`src/rtl/bhpq_pkg.sv`:
```
// ----------------------------------------------------------------------------
// bhpq_pkg
// Shared types, codes and the ordering function of the priority queue.
// ----------------------------------------------------------------------------
package bhpq_pkg;

  // Action codes; the fourth code does nothing
  typedef enum logic [1:0] {
    ACT_PUSH  = 2'd0,
    ACT_POP   = 2'd1,
    ACT_CLEAR = 2'd2
  } action_t;

  // Result status codes
  typedef enum logic [1:0] {
    ST_OK    = 2'd0,
    ST_FULL  = 2'd1,
    ST_EMPTY = 2'd2
  } status_t;

  // Command transfer
  typedef struct packed {
    logic [1:0]         action;
    logic signed [31:0] item_value;
    logic [15:0]        item_id;
  } cmd_t;

  // Response transfer
  typedef struct packed {
    logic [1:0]         status;
    logic signed [31:0] top_value;
    logic [15:0]        top_id;
    logic [7:0]         count;
    logic               is_empty;
  } rsp_t;

  // Broadcast control to every cell
  typedef struct packed {
    logic push;
    logic pop;
  } cell_ctl_t;

  // True when entry a is served strictly before entry b
  function automatic logic served_before(
    input logic signed [31:0] a_value,
    input logic [31:0]        a_id,
    input logic signed [31:0] b_value,
    input logic [31:0]        b_id
  );
    if (a_value != b_value) begin
      return a_value > b_value;
    end
    return a_id < b_id;
  endfunction

endpackage

```
`src/rtl/bhpq_cell.sv`:
```
// ----------------------------------------------------------------------------
// bhpq_cell
// One slot of the sorted row: compares the pushed entry with its own and
// takes the pushed entry or its left neighbor's on insert, its right neighbor's on pop.
// ----------------------------------------------------------------------------
module bhpq_cell #(
  parameter int ID_BITS = 16
) (
  input  logic                  clk,
  input  bhpq_pkg::cell_ctl_t   ctl,
  input  logic                  occupied,
  input  logic signed [31:0]    new_value,
  input  logic [ID_BITS-1:0]    new_id,
  input  logic                  ins_prev,
  input  logic signed [31:0]    prev_value,
  input  logic [ID_BITS-1:0]    prev_id,
  input  logic signed [31:0]    next_value,
  input  logic [ID_BITS-1:0]    next_id,
  output logic                  ins,
  output logic signed [31:0]    value,
  output logic [ID_BITS-1:0]    id
);
  import bhpq_pkg::*;

  // New entry lands here or further left when it beats this slot
  assign ins = !occupied ||
               served_before(new_value, 32'(new_id), value, 32'(id));

  // Insert shifts right, pop shifts left
  always_ff @(posedge clk) begin
    if (ctl.push) begin
      if (ins) begin
        value <= ins_prev ? prev_value : new_value;
        id    <= ins_prev ? prev_id    : new_id;
      end
    end else if (ctl.pop) begin
      value <= next_value;
      id    <= next_id;
    end
  end

endmodule

```
`config.mk`:
```
export PLATFORM = sky130hd
export DESIGN_NAME = bhpq_cell
export DESIGN_NICKNAME = d
export VERILOG_FILES = /design/src/rtl/bhpq_pkg.sv /design/src/rtl/bhpq_cell.sv
export SDC_FILE = /design/constraint.sdc
export NUM_CORES = 1
export LEC_CHECK = 0
export ABC_AREA = 1
export BUFFER_PORTS_ARGS = -buffer_cell sky130_fd_sc_hd__buf_2
export CAP_MARGIN = 30
export CORE_AREA = 5 5 72 124
export DETAILED_ROUTE_END_ITERATION = 10
export DIE_AREA = 0 0 77 129
export HOLD_SLACK_MARGIN = 0.12
export MAX_ROUTING_LAYER = met4
export PLACE_DENSITY = 0.84
export SLEW_MARGIN = 15
export SYNTH_ARGS = -nofsm -noshare
export SYNTH_HDL_FRONTEND = slang
export SYNTH_SLANG_ARGS = --single-unit
```
`constraint.sdc`:
```
create_clock -name clk -period 9.3 [get_ports clk]
set_clock_uncertainty 0.15 [all_clocks]
set_input_delay 0.465 -clock clk [delete_from_list [all_inputs] [get_ports clk]]
set_output_delay 0.465 -clock clk [all_outputs]
set_load 0.01 [all_outputs]
```
==> results of run 1 <==
## state kept, by name, indices dropped and copies added, names as in the netlist
register	cells
id	16
value	32
## layer usage
layer	up-vias	track usage
met4	0	0.126
met5	-	-
met1	1807	0.229
li1	1951	-
met2	164	0.421
met3	42	0.0483
## stage by stage
| stage | worst slack, ns | hold WS, ns | instances | util | area [um^2] |
|---|---|---|---|---|---|
| 2_1_floorplan | 6.10 | 0.506 | 471 | - | 3710 |
| 3_3_place_gp | 6.05 | 0.591 | 740 | 0.607 | 4730 |
| 3_5_place_dp | 6.22 | 0.597 | 741 | 0.609 | 4750 |
| 4_1_cts | 6.34 | 0.296 | 749 | 0.630 | 4920 |
| 5_1_grt | 6.18 | 0.302 | 749 | 0.630 | 4920 |
| 6_report | 6.34 | 0.302 | 749 | 0.630 | 4920 |
## worst paths after layout
check,startpoint,to,slack [ns],cells past startpoint
min reg2reg,value[31],value[13],1.35,7
min,next_id[12],id[12],0.30,3
max,value[15],value[8],6.34,13
max reg2reg,value[15],value[8],6.34,13
## synthesized netlist by cell type (2+ instances only)
master	instances	area [um^2]
sky130_fd_sc_hd__a21o_1	3	22.5
sky130_fd_sc_hd__a21oi_1	19	95.1
sky130_fd_sc_hd__buf_2	5	25.0
sky130_fd_sc_hd__clkbuf_1	13	48.8
sky130_fd_sc_hd__edfxtp_1	48	1440
sky130_fd_sc_hd__ha_1	47	588
sky130_fd_sc_hd__inv_1	62	233
sky130_fd_sc_hd__nand2_1	92	345
sky130_fd_sc_hd__nand2_2	4	25.0
sky130_fd_sc_hd__nand3_1	4	20.0
sky130_fd_sc_hd__nand4_1	3	18.8
sky130_fd_sc_hd__nor2_1	56	210
sky130_fd_sc_hd__nor2_4	2	22.5
sky130_fd_sc_hd__o21a_1	3	22.5
sky130_fd_sc_hd__o21ai_0	91	455
sky130_fd_sc_hd__o21ai_1	10	50.1
## area by class of cell
cell class	instances	area, um^2
well taps	90	113
inverters	62	233
multi-input cells	341	1950
repair buffers	200	1020
flip-flops and latches	48	1440
fillers	694	2890
clock buffers	5	125
clock inverters	3	37.5
## power by group
part | internal, mW | switching, mW
logic | 0.0871 | 0.122
registers | 0.271 | 0.0122
clock network | 0.125 | 0.0802
## cells by family after synthesis
group / Yosys count
AOI/OAI and AO/OA: 128
adders and majority gates: 47
buffers and inverters: 82
DFF: 48
and+or+nand+nor: 166
## critical path, stage by stage (launching register included)
cell                       delay, ns
sky130_fd_sc_hd__edfxtp_1       0.38
sky130_fd_sc_hd__inv_1          0.07
sky130_fd_sc_hd__ha_1           0.30
sky130_fd_sc_hd__nand2_1        0.07
sky130_fd_sc_hd__nor2_1         0.18
sky130_fd_sc_hd__nand4_1        0.16
sky130_fd_sc_hd__nor2_1         0.23
sky130_fd_sc_hd__nand4_1        0.12
sky130_fd_sc_hd__nor2_1         0.10
sky130_fd_sc_hd__a21boi_1       0.09
sky130_fd_sc_hd__nand2_2        0.08
sky130_fd_sc_hd__nand2_1        0.06
sky130_fd_sc_hd__nand2_2        0.38
sky130_fd_sc_hd__buf_12         0.28
==> results, run 1 <==
- The run finished with clean final reports.
- The library cell used most frequently in the layout, excluding fill and tap cells, is sky130_fd_sc_hd__buf_2.
- The total of endpoints with negative setup slack in the final report is 0.
- The pre-antenna-repair detailed-routing pass consisted of 4 iterations.
- In this run the count of I/O pins placed on the die edge is 198.
- The hold violation total from the final report is 0.
- In the detailed route, the total length drawn on met2 is 6280 um.
- The area fraction in and, or, nand and nor cells after synthesis is 0.187.
- For this block, the initial DRC count from the detailed router was 200.
- The ratio of routed vias to standard cells is 5.29.
- The number of buffers inserted by hold repair at cts is 0.
- The post-synthesis register bit count is 48.
- The longest clock path from root to sink contains 2 buffers.
- For the finished layout, the period the worst path requires is 2.96 ns.
- The number of violations of the max-capacitance limit is 0.
- The global router's overall resource usage is 0.232.
- The post-synthesis adder-cell area fraction is 0.159.
- Of the cells placed in the final design, the portion with a size suffix greater than 1 is 0.328.
- The die covers 9930 um^2.
- During placement, the flow inserted port buffers numbering 197.
- In this run the mean area of a mapped cell was 7.87 um^2.
- During synthesis, Yosys emitted a total of 0 warnings.
- At the end of routability-driven placement, the weighted congestion stood at 0.923.
- The worst setup path is launched from a register.
- STA puts the critical path data arrival time at 2.79 ns.
- Detailed routing placed a total of 794 um of wire on met3.
- The min-delay analysis places its worst path in the category input pin to register.
- The initial antenna violation count is 0.
- The most used flip-flop cell after synthesis is sky130_fd_sc_hd__edfxtp_1.
- The top cell types in the final layout, fill and taps aside, are 197 x sky130_fd_sc_hd__buf_2, 91 x sky130_fd_sc_hd__o21ai_0, 91 x sky130_fd_sc_hd__nand2_1, 62 x sky130_fd_sc_hd__inv_1, 56 x sky130_fd_sc_hd__nor2_1.
- The number of standard-cell rows in the floorplan is 43.
- The highest routing layer actually used is met4.
- In this run the number of H-tree levels came out at 2.
- For this run, the register share of the synthesized area comes to 0.389.
- The effective utilization at floorplan is 0.475.
- The final antenna diode count is 0.
- The number of max-slew violations in the final report is 0.
- The total power is 0.698 mW.
- The worst setup path is of the register to register kind.
- The global-route wire length before repair is 18000 um.
- The routed metal-1 wire length is 4000 um.
- Of the total synthesized cell area, the portion taken by XOR and XNOR cells is 0.
- The worst-case IR drop observed on VDD is 0.0968 mV.
- In this run the worst path has a maximum fanout of 34.
- The synthesized-area fraction occupied by ao, oa, aoi and oai cells is 0.178.
- The synthesized netlist contains 25 unique library cells.
- The die height is 129 um.
- The critical path endpoint category is a register.
- After synthesis the cells add up to 3710 um^2.
- The worst pin sits at a relative slew slack of 0.460.
- The power per unit of standard cell area is 142 nW/um^2.
- Counting every net in the synthesized netlist gives 667.
- The HPWL reported at the end of detailed placement is 9200 um.
- The dominant combinational cell family by area after synthesis is simple AND/OR/NAND/NOR gates.
- The count of flip-flops with a built-in enable after synthesis is 48.
- After global routing the overflow that remains totals 0.
- The floorplan step defined a core boundary enclosing 7800 um^2.
- The period utilization is 0.318.
- After detailed routing, the average wire length per cell comes to 15.5 um.
- For this run, the post-layout net count is 854.
- The mux contribution to synthesized area is 0.
- Compared with the post-synthesis result, the final layout area differs by 32.6%.
- Counting every instance in the synthesized netlist gives 471.
- After clock tree synthesis, the clock-pin slew on the worst setup and hold paths is 0.06 ns.
- The CTS tree is yes.
- Clock tree synthesis selected as its root buffer the cell sky130_fd_sc_hd__clkbuf_16.
- The fraction of synthesis flops using an asynchronous set or reset pin is 0.
- The static leakage is 2.58 nW.
- The post-cts sizing count is 0.
- The insertion delay to the later sink of the worst-skew pair is 0.29 ns.
- The remaining antenna violation count is 0.
- The number of buffers inserted during clock tree synthesis is 5.
- The post-CTS repair timing setup buffer count is 0.
- At the pin with the least slew margin, the transition time is 0.810 ns.
- STA puts the critical path data required time at 9.13 ns.
- The number of global-route vias before repair was 4073.
- Counting every sink on the clock net gives 48.
- Setup repair after global routing left no endpoint under its margin.
- In this run the horizontal extent of the chip is 77 um.
- The summed negative setup slack over all endpoints is 0 ns.
- The routed design has 11600 um of wire.
- The number of remaining DRC errors is 0.
- The total vias in the final route is 3964.
- Entering global routing, the biggest net connects 51 pins.
- The highest clock frequency the design can meet is 0.338 GHz.
No activity file was read; power rests on OpenSTA's default activity.
==> inputs of run 2 (changes only) <==
Settings changed: ABC_AREA 1 to 0, CORE_AREA 5 5 72 124 to 5 5 78 134, DIE_AREA 0 0 77 129 to 0 0 83 139, PLACE_DENSITY 0.84 to 0.76.
Clock period 9.3 ns to 2.5 ns, I/O delays scaled along.
==> run 2 against run 1 <==
Effect of this change:
- the flow now finishes with violations (setup timing)
- non-clock buffer count rose by 106
- design area rose by 28%
- maximum frequency rose by 14%
- final cell count rose by 7.5%
- count of clock-buffer cells in the layout did not move
- critical path type unchanged
==> results, run 2 <==
- TritonCTS built the clock tree.
- The tree is rooted in a sky130_fd_sc_hd__clkbuf_16.
- The period utilization came to 1.04 (+0.720).
- The effective utilization at floorplan is 0.399 (-0.0764).
- The HPWL reported at the end of detailed placement was 9190 um (about the same).
- The share of the synthesized area in the top cell type is 0.389 (about the same).
- The number of design-rule violations left by the first detailed-router iteration is 120 (-40%).
- The critical path endpoint category is a register.
- The per-instance average area after synthesis is 9.60 um^2 (+22%).
- The hold violation total from the final report came to 0 (unchanged).
- The remaining antenna violation count was 0 (unchanged).
- The leading cell type by number of instances after synthesis is sky130_fd_sc_hd__a21oi_1.
- The worst hold margin is 0.135 ns (-0.167 ns).
- The boundary pin count is 198 (unchanged).
- The buffer depth of the longest clock path came to 2 (unchanged).
- The area of the die is 11500 um^2 (+16%).
- The net count of the mapped netlist is 582 (-13%).
- The signal on the critical path passes through inv_2 > ha_4 > a21o_1 > a2111oi_4 > o31a_2 > nand3_2 > o2111a_1 > a211o_4 > clkbuf_16.
- The pin count of the biggest net entering global routing is 67 (+31%).
- The number of remaining DRC errors is 0 (unchanged).
- The count of flip-flops with a built-in enable after synthesis is 48 (unchanged).
- The die height is 139 um (+7.8%).
- The distinct cell type count after synthesis is 41 (+64%).
- Leaving out fill and tap cells, the most frequent cell in the layout is sky130_fd_sc_hd__buf_2.
- The port buffer count is 197 (unchanged).
- The type of the tightest min-delay check is input pin to register.
- The largest fanout on the critical path is 13 (-62%).
- The routed length per placed instance is 16.7 um (+7.9%).
- The share of post-route cells with drive strength above 1 is 0.389 (+0.0617).
- In this run the critical register-to-register path is launched from value[29].
- The most flop-heavy register is value.
- The global router's overall resource usage is 0.223 (-0.00946).
- The startpoint type of the worst setup path is a register.
- Following the worst setup path forward leads to its endpoint at id[9].
- The startpoint of the worst setup timing path is value[29].
- Setup repair after global routing could not meet its margin everywhere.
- The power per unit of standard cell area came to 453 nW/um^2 (+220%).
- The total vias in the final route is 4149 (+4.7%).
- The highest clock frequency the design can meet is 0.385 GHz (+14%).
- The total power was 2.85 mW (+310%).
- The number of iterations in the first detailed-routing pass is 4 (unchanged).
- The cell accounting for the most synthesized area is sky130_fd_sc_hd__edfxtp_1.
- The arrival time at the worst endpoint is 2.50 ns (-0.29 ns).
- Relative to the synthesized area, the layout overhead comes to 69.9%.
- The pin slew with the least headroom to its limit came to 0.641 ns (-0.170 ns).
- The critical path data required time is 2.40 ns (-6.73 ns).
- The dominant register cell in the synthesized netlist is sky130_fd_sc_hd__edfxtp_1.
- Yosys attributes the largest share of cell area to sky130_fd_sc_hd__edfxtp_1 39%, sky130_fd_sc_hd__ha_1 16%, sky130_fd_sc_hd__mux2i_1 13%.
- The global-route wire length before repair is 20400 um (+13%).
- The minimum period implied by the final worst setup slack was 2.59 ns (-0.363 ns).
- The post-synthesis instance total was 386 (-18%).
- The final antenna diode count is 0 (unchanged).
- The sum of overflow across all layers after global routing came to 0 (unchanged).
- The final reports fail on setup timing.
- The fraction of synthesis flops using an asynchronous set or reset pin is 0 (unchanged).
- By count the netlist is led by 60 x sky130_fd_sc_hd__a21oi_1, 55 x sky130_fd_sc_hd__nor2_1, 51 x sky130_fd_sc_hd__inv_1, 48 x sky130_fd_sc_hd__edfxtp_1, 48 x sky130_fd_sc_hd__mux2i_1.
- The largest registers in the layout are value (32), id (16).
- The worst setup path is of the register to register kind.
- The static leakage was 3.08 nW (+19%).
- The cell area after synthesis is 3710 um^2 (about the same).
- The number of buffers inserted during clock tree synthesis is 5 (unchanged).
- The number of standard-cell rows in the floorplan is 47 (+9.3%).
- The clock transition at the registers of the reported paths is 0.07 ns (about the same).
- The placeable core region was 9290 um^2 (+19%).
- The count of synthesis-stage warnings from yosys was 0 (unchanged).
- The insertion delay to the later sink of the worst-skew pair is 0.29 ns (about the same).
- The number of max-slew violations in the final report is 0 (unchanged).
- The depth of the CTS H-tree is 2 (unchanged).
- The total of endpoints with negative setup slack in the final report was 49 (+49).
- The post-synthesis register bit count came to 48 (unchanged).
- The length in cells of the worst reg-to-reg path is 9 (-4).
- The flip-flop count of the largest register, all copies and words added came to 32 (unchanged).
- The number of violations of the max-capacitance limit is 0 (unchanged).
- The maximum vdd ir drop is 0.342 mV (+250%).
- The number of placed instances with taps included is 700 (-5.5%).
- The delay of the slowest cell on the worst path is 0.39 ns (about the same).
- The die outline width is 83 um (+7.8%).
- The flow ran to the end, but the final reports show violations.
- The count of nets after finishing is 878 (+2.8%).
- The ratio of routed vias to standard cells came to 5.15 (-2.6%).
- The reg2reg setup slack is -0.09 ns (-6.44 ns).
- The initial antenna violation count is 0 (unchanged).
- The detailed-route wire length is 13500 um (+16%).
- The top cell types in the final layout, fill and taps aside, are 197 x sky130_fd_sc_hd__buf_2, 86 x sky130_fd_sc_hd__dlygate4sd3_1, 60 x sky130_fd_sc_hd__a21oi_1, 55 x sky130_fd_sc_hd__nor2_1.
- The count of clock tree sinks was 48 (unchanged).
- The global placement routability congestion is 0.870 (-5.8%).
- The number of standard cells in the layout, taps in and fillers out came to 805 (+7.5%).
- The summed negative setup slack over all endpoints is -3.96 ns (-3.96 ns).
- The sequential cell area fraction in the yosys report came to 0.389 (about the same).
- The endpoint of the most critical register-to-register path is id[9].
- The minimum setup slack in the final design is -0.0949 ns (-6.44 ns).
- The slowest cell on the critical path is sky130_fd_sc_hd__edfxtp_1.
- The number of global-route vias before repair is 4450 (+9.3%).
- The relative slew slack came to 0.573 (+0.113).
run 2: cell types whose count changed in the layout (fill, tap and decap cells not counted), sizes merged, moves of 3 or more:
cell         before  now
buf             200  218
inv              62   51
nand2            96    8
mux2i             0   48
nand4             3    8
o21ai           101    6
a21oi            19   61
nor2             58   55
dlygate4sd3       0   86
run 2: critical path, delay by kind of cell, from the launching register on:
family	cells	cell delay (ns)
compound gates	5	1.27
fa+ha+maj	1	0.20
buf+inv	2	0.28
flops	1	0.39
simple gates	1	0.06
run 2: timing repair:
action | in CTS | in global routing
hold buffers | 86 | 0
endpoints found under the setup margin | 49 | 49
pin swaps | 5 | 10
endpoints found under the hold margin | 48 | 0
gates resized for setup | 6 | 22
cloned | 0 | 2
buffers inserted | 0 | 9
run 2: final cells by class:
| cell class | instances | area [um^2] |
|---|---|---|
| Clock buffer | 5 | 125 |
| Multi-Input combinational cell | 270 | 2250 |
| Tap cell | 122 | 153 |
| Inverter | 51 | 191 |
| Fill cell | 722 | 3000 |
| Clock inverter | 3 | 13.8 |
| Sequential cell | 48 | 1440 |
| Timing Repair Buffer | 306 | 2120 |
run 2: cell families (layout without fill, tap and decap cells):
| group | after synthesis | count (layout) | synth area share |
|---|---|---|---|
| AO/OA/AOI/OAI | 88 | 88 | 0.143 |
| AND/OR/NAND/NOR | 87 | 87 | 0.110 |
| buffers and inverters | 68 | 365 | 0.0699 |
| multiplexers | 48 | 48 | 0.130 |
| flip-flops | 48 | 48 | 0.389 |
| adder cells (fa/ha/maj) | 47 | 47 | 0.159 |
run 2: where the power goes:
group / switching [mW] / leakage (nW) / internal, mW / total (mW)
logic: 0.541 / 2.54 / 0.584 / 1.12
clock network: 0.295 / 0.0710 / 0.364 / 0.660
registers: 0.0504 / 0.470 / 1.02 / 1.07
run 2: metrics by stage:
step | util | instance area [um^2] | setup WS (ns)
after floorplan | - | 3760 | -0.0939
after global placement | 0.537 | 4990 | -0.125
after detailed placement | 0.537 | 4990 | -0.148
after CTS | 0.649 | 6030 | -0.0909
after global routing | 0.678 | 6300 | -0.177
final | 0.678 | 6300 | -0.0949
run 2: per-layer routing:
| layer | share of wire | routed length [um] | track usage | vias to the layer above |
|---|---|---|---|---|
| met4 | 0.049 | 653 | 0.124 | 0 |
| met3 | 0.049 | 662 | 0.0345 | 60 |
| met1 | 0.35 | 4730 | 0.216 | 1924 |
| li1 | - | - | - | 1975 |
| met2 | 0.55 | 7410 | 0.413 | 190 |
| met5 | 0 | 0 | - | - |
run 2: how the worst min path moves through the flow:
stage	from	to	slack [ns]	depth (start not counted)
global route	prev_id[14]	id[14]	0.16	3
detailed placement	next_value[31]	value[31]	0.30	3
global placement	next_value[31]	value[31]	0.29	3
floorplan	next_id[0]	id[0]	0.20	2
finish	prev_value[13]	value[13]	0.13	3
CTS	prev_value[19]	value[19]	0.13	3
